### config.mk
export PLATFORM = sky130hd
export DESIGN_NAME = mp3s_front
export DESIGN_NICKNAME = d
export VERILOG_FILES = /design/src/hdl/mp3s_pkg.sv /design/src/hdl/mp3s_front.sv
export VERILOG_INCLUDE_DIRS = /design/src /design/src/hdl
export SDC_FILE = /design/constraint.sdc
export NUM_CORES = 1
export LEC_CHECK = 0
export ABC_AREA = 1
export BUFFER_PORTS_ARGS = -buffer_cell sky130_fd_sc_hd__buf_2
export CAP_MARGIN = 40
export CORE_MARGIN = 4
export CORE_UTILIZATION = 50
export CTS_CLUSTER_DIAMETER = 100
export DETAILED_ROUTE_END_ITERATION = 8
export HOLD_SLACK_MARGIN = 0.15
export PLACE_DENSITY = 0.83
export SYNTH_ARGS = -nofsm -noshare
export SYNTH_HDL_FRONTEND = slang
export SYNTH_SLANG_ARGS = --single-unit
### constraint.sdc
create_clock -name clk -period 12.83 [get_ports clk]
set_input_delay 0.6415 -clock clk [delete_from_list [all_inputs] [get_ports clk]]
set_output_delay 0.6415 -clock clk [all_outputs]
set_load 0.005 [all_outputs]
### src/hdl/assert_macros.svh
// ----------------------------------------------------------------------------
// assert_macros.svh
// Shared concurrent assertion macros, clocked on clk, disabled in reset.
// ----------------------------------------------------------------------------
`ifndef ASSERT_MACROS_SVH
`define ASSERT_MACROS_SVH

// same-cycle implication
`define AST_IMPL(label, ante, cons, msg) \
  label: assert property (@(posedge clk) disable iff (!rst_n) (ante) |-> (cons)) \
    else $error(msg);

// next-cycle implication
`define AST_NEXT(label, ante, cons, msg) \
  label: assert property (@(posedge clk) disable iff (!rst_n) (ante) |=> (cons)) \
    else $error(msg);

`endif

### src/hdl/mp3s_pkg.sv
// ----------------------------------------------------------------------------
// mp3s_pkg
// Types, register indexes and float compare helpers for the 3x3/2 max pool.
// ----------------------------------------------------------------------------
`default_nettype none

package mp3s_pkg;

  localparam int PIX_W = 32;
  localparam int ROW_W = 16;
  localparam int COL_W = 10;

  localparam logic [PIX_W-1:0] LOWEST_FLOAT = 32'hFF7F_FFFF;

  // configuration register indexes
  localparam logic [2:0] REG_IN_HEIGHT  = 3'd0;
  localparam logic [2:0] REG_IN_WIDTH   = 3'd1;
  localparam logic [2:0] REG_OUT_HEIGHT = 3'd2;
  localparam logic [2:0] REG_OUT_WIDTH  = 3'd3;
  localparam logic [2:0] REG_PAD_H      = 3'd4;
  localparam logic [2:0] REG_PAD_W      = 3'd5;

  // effective (clamped) configuration
  typedef struct packed {
    logic [15:0] in_height;
    logic [10:0] in_width;
    logic [15:0] out_height;
    logic [9:0]  out_width;
    logic [1:0]  pad_h;
    logic [1:0]  pad_w;
  } cfg_t;

  // one output column touched by a pixel
  typedef struct packed {
    logic             close;
    logic             par;
    logic [COL_W-1:0] ow;
    logic [PIX_W-1:0] val;
  } col_t;

  // one output row candidate of a pixel
  typedef struct packed {
    logic             emit;
    logic             inc1;
    logic             inc2;
    logic [ROW_W-1:0] oh;
  } row_t;

  // item handed from the front stage to the line-store stage
  typedef struct packed {
    col_t [1:0] col;
    row_t [1:0] row;
    logic [1:0] slot;
  } item_t;

  // three row lanes of one line-store entry
  typedef logic [2:0][PIX_W-1:0] lines_t;

  // ordered float greater-than on raw bits (no NaN)
  function automatic logic fgt(logic [PIX_W-1:0] a, logic [PIX_W-1:0] b);
    logic res;
    if (a[30:0] == 31'd0 && b[30:0] == 31'd0) res = 1'b0;
    else if (a[31] != b[31])                  res = ~a[31];
    else if (!a[31])                          res = a[30:0] > b[30:0];
    else                                      res = a[30:0] < b[30:0];
    return res;
  endfunction

  // lane of the previous row
  function automatic logic [1:0] lane_prev1(logic [1:0] slot);
    logic [1:0] l;
    case (slot)
      2'd0:    l = 2'd2;
      2'd1:    l = 2'd0;
      2'd2:    l = 2'd1;
      default: l = 2'd0;
    endcase
    return l;
  endfunction

  // lane of the row two back
  function automatic logic [1:0] lane_prev2(logic [1:0] slot);
    logic [1:0] l;
    case (slot)
      2'd0:    l = 2'd1;
      2'd1:    l = 2'd2;
      2'd2:    l = 2'd0;
      default: l = 2'd0;
    endcase
    return l;
  endfunction

  // vertical max over the window rows; current row wins ties, then newest
  function automatic logic [PIX_W-1:0] col_max(lines_t w, logic [PIX_W-1:0] cur,
                                              logic [1:0] slot, logic inc1, logic inc2);
    logic [PIX_W-1:0] acc, v1, v2;
    acc = cur;
    v1  = w[lane_prev1(slot)];
    v2  = w[lane_prev2(slot)];
    if (inc1 && fgt(v1, acc)) acc = v1;
    if (inc2 && fgt(v2, acc)) acc = v2;
    return acc;
  endfunction

endpackage

`default_nettype wire

### src/hdl/mp3s_front.sv
// ----------------------------------------------------------------------------
// mp3s_front
// Position counters, running horizontal maxima and window bookkeeping.
// ----------------------------------------------------------------------------
`default_nettype none

module mp3s_front #(
  parameter int MAX_IN_WIDTH = 1024
) (
  input  wire logic                   clk,
  input  wire logic                   rst_n,
  input  wire mp3s_pkg::cfg_t         cfg,
  input  wire logic                   in_valid,
  input  wire logic [31:0]            in_pixel,
  output logic                        in_ready,
  input  wire logic                   b_fire,
  output logic                        acc,
  output mp3s_pkg::col_t [1:0]        acc_col,
  output logic                        b_valid_r,
  output mp3s_pkg::item_t             b_item_r
);
  import mp3s_pkg::*;

  localparam int CW   = (MAX_IN_WIDTH > 1) ? $clog2(MAX_IN_WIDTH) : 1;
  localparam int SW   = CW + 2;
  localparam int CMPW = (SW > 11) ? SW : 11;

  logic [CW-1:0]    col_r, col_nxt;
  logic [15:0]      row_r, row_nxt;
  logic [1:0]       slot_r, slot_nxt;
  logic [1:0][31:0] part_r, part_nxt;
  item_t            item;

  logic [SW-1:0]    s, ow_hi, ow_lo;
  logic             lo_cand, hi_ok, lo_ok, c_zero, hi_open, lo_open, hi_close, lo_close;
  logic [CMPW-1:0]  c1, wx;
  logic [31:0]      p_hi, p_lo, new_hi, new_lo;
  logic [16:0]      t, r1, hx;
  logic [15:0]      oh_hi, oh_lo;
  logic             t_lo_cand;

  assign in_ready = !b_valid_r || b_fire;
  assign acc      = in_valid && in_ready;

  // horizontal candidates of this pixel
  always_comb begin
    s        = SW'(col_r) + SW'(cfg.pad_w);
    ow_hi    = s >> 1;
    ow_lo    = ow_hi - SW'(1);
    lo_cand  = !s[0] && (s >= SW'(2));
    hi_ok    = CMPW'(ow_hi) < CMPW'(cfg.out_width);
    lo_ok    = lo_cand && (CMPW'(ow_lo) < CMPW'(cfg.out_width));
    c_zero   = col_r == '0;
    hi_open  = !s[0] || c_zero;
    lo_open  = c_zero;
    c1       = CMPW'(col_r) + CMPW'(1);
    wx       = CMPW'(cfg.in_width);
    hi_close = c1 == wx;
    lo_close = c1 <= wx;
    p_hi     = part_r[ow_hi[0]];
    p_lo     = part_r[ow_lo[0]];
    new_hi   = (hi_open || fgt(in_pixel, p_hi)) ? in_pixel : p_hi;
    new_lo   = (lo_open || fgt(in_pixel, p_lo)) ? in_pixel : p_lo;
    part_nxt = part_r;
    if (lo_ok) part_nxt[ow_lo[0]] = new_lo;
    if (hi_ok) part_nxt[ow_hi[0]] = new_hi;
  end

  // vertical candidates and item assembly
  always_comb begin
    t         = 17'(row_r) + 17'(cfg.pad_h);
    r1        = 17'(row_r) + 17'd1;
    hx        = 17'(cfg.in_height);
    oh_hi     = 16'(t >> 1);
    oh_lo     = oh_hi - 16'd1;
    t_lo_cand = !t[0] && (t >= 17'd2);

    item.slot           = slot_r;
    item.col[0].close   = lo_ok && lo_close;
    item.col[0].par     = ow_lo[0];
    item.col[0].ow      = COL_W'(ow_lo);
    item.col[0].val     = new_lo;
    item.col[1].close   = hi_ok && hi_close;
    item.col[1].par     = ow_hi[0];
    item.col[1].ow      = COL_W'(ow_hi);
    item.col[1].val     = new_hi;
    item.row[0].emit    = t_lo_cand && (oh_lo < cfg.out_height) && (r1 <= hx);
    item.row[0].inc1    = row_r != 16'd0;
    item.row[0].inc2    = row_r > 16'd1;
    item.row[0].oh      = oh_lo;
    item.row[1].emit    = (oh_hi < cfg.out_height) && (r1 == hx);
    item.row[1].inc1    = t[0] && (row_r != 16'd0);
    item.row[1].inc2    = 1'b0;
    item.row[1].oh      = oh_hi;
    acc_col             = item.col;
  end

  // position advance
  always_comb begin
    col_nxt  = col_r + CW'(1);
    row_nxt  = row_r;
    slot_nxt = slot_r;
    if (c1 >= wx) begin
      col_nxt = '0;
      if (r1 >= hx) begin
        row_nxt  = 16'd0;
        slot_nxt = 2'd0;
      end else begin
        row_nxt  = 16'(r1);
        slot_nxt = (slot_r == 2'd2) ? 2'd0 : slot_r + 2'd1;
      end
    end
  end

  always_ff @(posedge clk) begin
    if (!rst_n) begin
      col_r     <= '0;
      row_r     <= '0;
      slot_r    <= 2'd0;
      part_r    <= {LOWEST_FLOAT, LOWEST_FLOAT};
      b_valid_r <= 1'b0;
    end else begin
      if (acc) begin
        col_r     <= col_nxt;
        row_r     <= row_nxt;
        slot_r    <= slot_nxt;
        part_r    <= part_nxt;
        b_valid_r <= 1'b1;
      end else if (b_fire) begin
        b_valid_r <= 1'b0;
      end
    end
  end

  // payload of the line-store stage
  always_ff @(posedge clk) begin
    if (acc) b_item_r <= item;
  end

`include "assert_macros.svh"
  `AST_IMPL(a_slot_row0, row_r == 16'd0, slot_r == 2'd0, "row slot out of step with row count")
  `AST_IMPL(a_col_par, b_valid_r && b_item_r.col[0].close && b_item_r.col[1].close, b_item_r.col[0].par != b_item_r.col[1].par, "two closing columns share a line-store bank")

endmodule

`default_nettype wire

# --- Word level (Yosys, flattened, before mapping) ---
# Index checks and enable logic that the tools add are counted.
word_totals:
  out_inout_bits: 219
  word_cells: 109
  in_bits: 93
  ff_bits: 220
classes:
  n_lt_le_gt_ge: 19
  mux: 26
  bitwise: 1
  n_eq_ne: 5
  n_addsub: 8
  n_reduce_logical: 28
ops:
  columns: ["cell", "count"]
  rows:
  - ["32-bit two-way mux", 8]
  - ["64-bit bitwise mux", 2]
  - ["64-bit two-way mux", 2]
  - ["31-bit logical NOT", 3]
  - ["32-bit demux with 1-bit select", 2]
  - ["31-bit > comparator", 2]
  - ["31-bit less-than comparator", 2]
  - ["16-bit less-than comparator", 2]
  - ["16-bit by 1-bit adder with 17-bit output, second input constant", 1]
  - ["16-bit by 2-bit adder with 17-bit output", 1]
  - ["17-bit by 16-bit == test with 1-bit output", 1]
  - ["17-bit by 16-bit >= comparator with 1-bit output", 1]
  - ["17-bit by 2-bit >= comparator with 1-bit output, second input constant", 1]
  - ["17-bit by 16-bit <= comparator with 1-bit output", 1]
  - ["16-bit by 1-bit > comparator with 1-bit output, second input constant", 1]
  - ["16-bit two-way mux", 1]
  - ["16-bit nonzero test", 1]
  - ["16-bit by 1-bit subtractor with 16-bit output, second input constant", 1]
  - ["1-bit logical AND", 14]
  - ["12-bit by 10-bit less-than comparator with 1-bit output", 1]
  - ["10-bit by 1-bit adder with 11-bit output, second input constant", 1]
  - ["10-bit by 2-bit adder with 11-bit output", 1]
  - ["11-bit == test", 1]
  - ["11-bit >= comparator", 1]
  - ["other kinds (19)", 35]

# --- Logic depth before layout (Yosys ltp) ---
depth:
  ltp_word: 14
  depth_mapped: 28
  ltp_nobuf: 25

# --- Worst setup path after synthesis ---
# OpenSTA, ideal clock, no wires.
synth_timing:
  path_type: "input to output"
  startpoint: "in b_fire"
  endpoint: "out acc"
  n_path_buf: 1
  stages: 5
  setup_slack_ns: 7.504
  required_ns: 12.188
  arrival_ns: 4.684
  path_cell_list: "inv_1 nand2_1 nand2_1 clkinv_1 clkbuf_1"
synth_between:
  elab_chain_cells: 2
synth_lines:
  columns: ["element", "line_no", "source"]
  rows:
  - ["from (decl)", "mp3s_front.sv:16", "input wire logic b_fire,"]
  - ["1-bit logical OR", "mp3s_front.sv:42", "assign in_ready = !b_valid_r || b_fire;"]
  - ["net in_ready", "mp3s_front.sv:15", "output logic in_ready,"]
  - ["1-bit logical AND", "mp3s_front.sv:43", "assign acc = in_valid && in_ready;"]
  - ["to (decl)", "mp3s_front.sv:17", "output logic acc,"]
# The timed path passes the listed nets, and every way through them passes these cells.

==> metrics.md <==
| Metric | Value |
|---|---|
| Worst Setup Start Kind | `flip-flop` |
| Yosys warns | `0` |
| Max Fclk | `0.149 GHz` |
| Fraction of layout cells with a size suffix above 1 | `0.181` |
| Clock latency on the worst-skew pair | `0.54 ns` |
| Synth area leader | `edfxtp_1` |
| Pre-CTS WS | `~6.3 ns` |
| WL per Instance | `17.8 um` |
| HPWL Detailed | `35300 um` |
| Most used DFF post-synth | `edfxtp_1` |
| Instance count of the mapped netlist | `2047` |
| Net Sw Frac | `0.332` |
| Final Util | `0.576` |
| Pwr dens | `118 nW/um^2` |
| Buf/Inv on CP | `5` |
| Dpl cell area | `17000 sq um` |
| Die width | `around 190 um` |
| Crit path top cell by count | `nand2_1` |
| Root buffer cell | `clkbuf_16` |
| Share of the synthesized area in the top cell type | `0.237` |
| Post-synth EDFFs | `roughly 130` |
| Final setup skew | `0.0135 ns` |
| Clk slew on worst S/H paths | `roughly 0.06 ns` |
| Slew Viols, Final | `0` |
| Residual DRC count | `0` |
| Starting Density | `0.513` |
| Postcts setup bufs | `0` |
| Static Leakage | `8.84 nW` |
| RSZ-0062 raised after global routing | `no` |
| Fin crit share | `0.522` |
| Ys async rst share | `0` |
| # H-tree levels | `1` |
| CTS Sinks | `218` |
| Worst vdd ir | `~0.00011 V` |
| Power share of the combinational group | `0.274` |
| Status | `finished, final reports clean` |
| Commonest non-fill, non-tap cells in the layout | `nand2_1, buf_2, inv_1` |
| CP max-delay cell | `buf_4` |
| DRT Pass-1 Iters | `9` |
| Syn Area/Cell | `7.74 sq um` |
| CP max stage delay | `0.59 ns` |
| Count of final hold-check violations | `0` |
| Fin Setup TNS | `0 ns` |
| CTS Hold Bufs | `0` |
| Worst EP arrival | `6.06 ns` |
| Initial antenna violation count | `4` |
| Seq/Total Area, Yosys | `0.354` |
| # nets final | `2469` |
| CP top delay family | `simple AND/OR/NAND/NOR gates` |
| Minimum clock period | `between 6 and 7 ns` |
| Final instance area | `17800 sq um` |
| Die height | `186 um` |
| DRT Wirelength | `47100 um` |
| Full die area | `34600 sq um` |
| Kind of critical path | `flip-flop to output pin` |
| Num CTS Buffers | `25` |
| Row cnt | `64` |
| Number of global-route vias before repair | `approximately 14k` |
| Synth top area cells | `edfxtp_1, dfxtp_1, ha_1, nand2_1, inv_1` |
| Core box area | `30900 sq um` |
| Resize count post-CTS | `0` |
| Synthesized cell area | `15800 sq um` |
| Port Buffers | `310` |
| RD Place Congestion | `0.936` |
| 1st-iter DRT viols | `1771` |
| Slew Limit Headroom | `0.381` |
| Max clock buf depth | `3` |
| Area Growth Syn to Fin | `12.4%` |
| Total GRT Usage | `0.257` |
| I/O pin cnt | `312` |
| Worst Setup Slack, final | `6.13 ns` |
| Worst slew pin tran | `around 0.93 ns` |
| Commonest non-fill, non-tap cell in the layout | `nand2_1` |
| Max Cap Viol | `0` |
| Library cells used by synthesis | `57` |
| Grt total ovfl | `0` |
| Part of the power in registers | `0.392` |
| Final setup viols | `0` |
| Vias/cell | `around 5.8` |
| Worst endpoint required time | `12.19 ns` |
| First-pass GRT wire length | `72800 um` |
| Synth Register Bits | `218` |
| Worst Setup End Kind | `output pin` |
| Psw | `between 0.6 and 0.7 mW` |
| Largest net degree at the start of global routing | `76` |
| CP Cell Sequence | `ha_1, nand2_2, nand2_4, buf_4, inv_2, nand2_1, o21ai_0, ha_1, nand2_1, nor3b_1, nand4_1, nor4_1, nand2_1, nand2_1, nand2_1, nand2_1, nand3_2, nand2_2, buf_4, inv_2, nand2_1, nand2_1, buf_2` |
| Internal power | `1.41 mW` |
| Clk pwr share | `0.334` |
| HP Class | `flip-flop to flip-flop` |
| Synthesized Nets | `2288` |
| Max Fanout on Critical Path | `~60` |
| Total number of vias | `15.2k` |
| Routed Antenna Nets | `0` |
| CTS tree | `built` |
## sequential cells by signal, indices dropped and copies added (netlist names)
signal / count
part_r: 64
row_r: 16
b_valid_r: 1
slot_r: 2
b_item_r: 125
col_r: 10
## per-stage QoR
step                      hold WS (ns)  power [mW]  cells
final                            0.433        2.11   2644
after global routing             0.430        2.23   2644
after CTS                        0.422        2.11   2642
after detailed placement         0.425        1.41   2597
after global placement           0.414        1.38   2592
after floorplan                  0.408        1.25   2047
## path summary, 6_finish.rpt
check / end / cells past startpoint / start / slack [ns]
min reg2reg: b_item_r[1]$_DFFE_PP_ / 0 / slot_r[1]$_SDFFE_PN0P_ / 0.43
max: acc_col[44] / 23 / col_r[0]$_SDFFE_PN0P_ / 6.13
max reg2reg: part_r[23]$_SDFFE_PN0P_ / 22 / col_r[0]$_SDFFE_PN0P_ / 6.42
min: b_item_r[1]$_DFFE_PP_ / 0 / slot_r[1]$_SDFFE_PN0P_ / 0.43
## layer usage
metal / global-route usage / part of all wire / vias up
li1: - / - / 7268
met1: 0.336 / 0.40 / 6962
met2: 0.431 / 0.47 / 857
met3: 0.0498 / 0.10 / 121
met4: 0.0781 / 0.027 / 4
met5: 0 / 0.00059 / -
## synthesized netlist by cell type (3+ instances only)
cell type	count
nand2_1	415
inv_1	230
a21oi_1	163
nand3_1	157
ha_1	147
edfxtp_1	125
nor2_1	113
buf_4	101
dfxtp_1	93
o21ai_0	64
xor2_1	53
o21ai_1	48
clkbuf_1	45
nand4_1	42
a31oi_1	38
nor3_1	25
o211ai_1	23
nor4_1	18
or2_1	17
buf_2	13
inv_2	11
o21ai_2	10
o22ai_1	10
buf_6	9
o21a_1	7
a211oi_1	6
a21boi_0	4
clkinv_1	4
nand3b_1	4
o31ai_1	4
xnor2_1	4
a21o_1	3
nand2_2	3
o211ai_2	3
o221ai_1	3
## area by class of cell
class,instances,area [sq um]
clock buffer,32,672
fill,2790,13100
clock inverter,13,121
multi-input combinational,1413,8210
sequential,218,5620
tap,396,495
antenna,2,5.00
inverter,245,925
timing repair buffer,325,1760
## worst register-to-register path: cells and delay by family (launching register included)
| family | cells | cell delay, ns |
|---|---|---|
| compound gates | 4 | 0.54 |
| xor+xnor | 1 | 0.27 |
| fa+ha+maj | 2 | 0.54 |
| buf+inv | 4 | 2.00 |
| flops | 1 | 0.47 |
| simple gates | 11 | 2.53 |
## power groups by stage
| stage | Combinational, mW | Clock, mW | Sequential (mW) |
|---|---|---|---|
| floorplan | 0.405 | 0 | 0.845 |
| global placement | 0.540 | 0 | 0.839 |
| detailed placement | 0.567 | 0 | 0.841 |
| CTS | 0.570 | 0.714 | 0.826 |
| global route | 0.645 | 0.748 | 0.832 |
| finish | 0.578 | 0.704 | 0.827 |
## cells by family (layout without fill, tap and decap cells)
family | after synthesis | after routing | share of synthesized area
other | 1 | 3 | 0.000237
XOR/XNOR | 57 | 57 | 0.0315
flip-flops | 218 | 218 | 0.354
buffers and inverters | 416 | 615 | 0.128
AO/OA/AOI/OAI | 395 | 395 | 0.143
AND/OR/NAND/NOR | 812 | 812 | 0.226
adder cells (fa/ha/maj) | 148 | 148 | 0.117
Note: power is estimated with default switching activity, not from simulation.
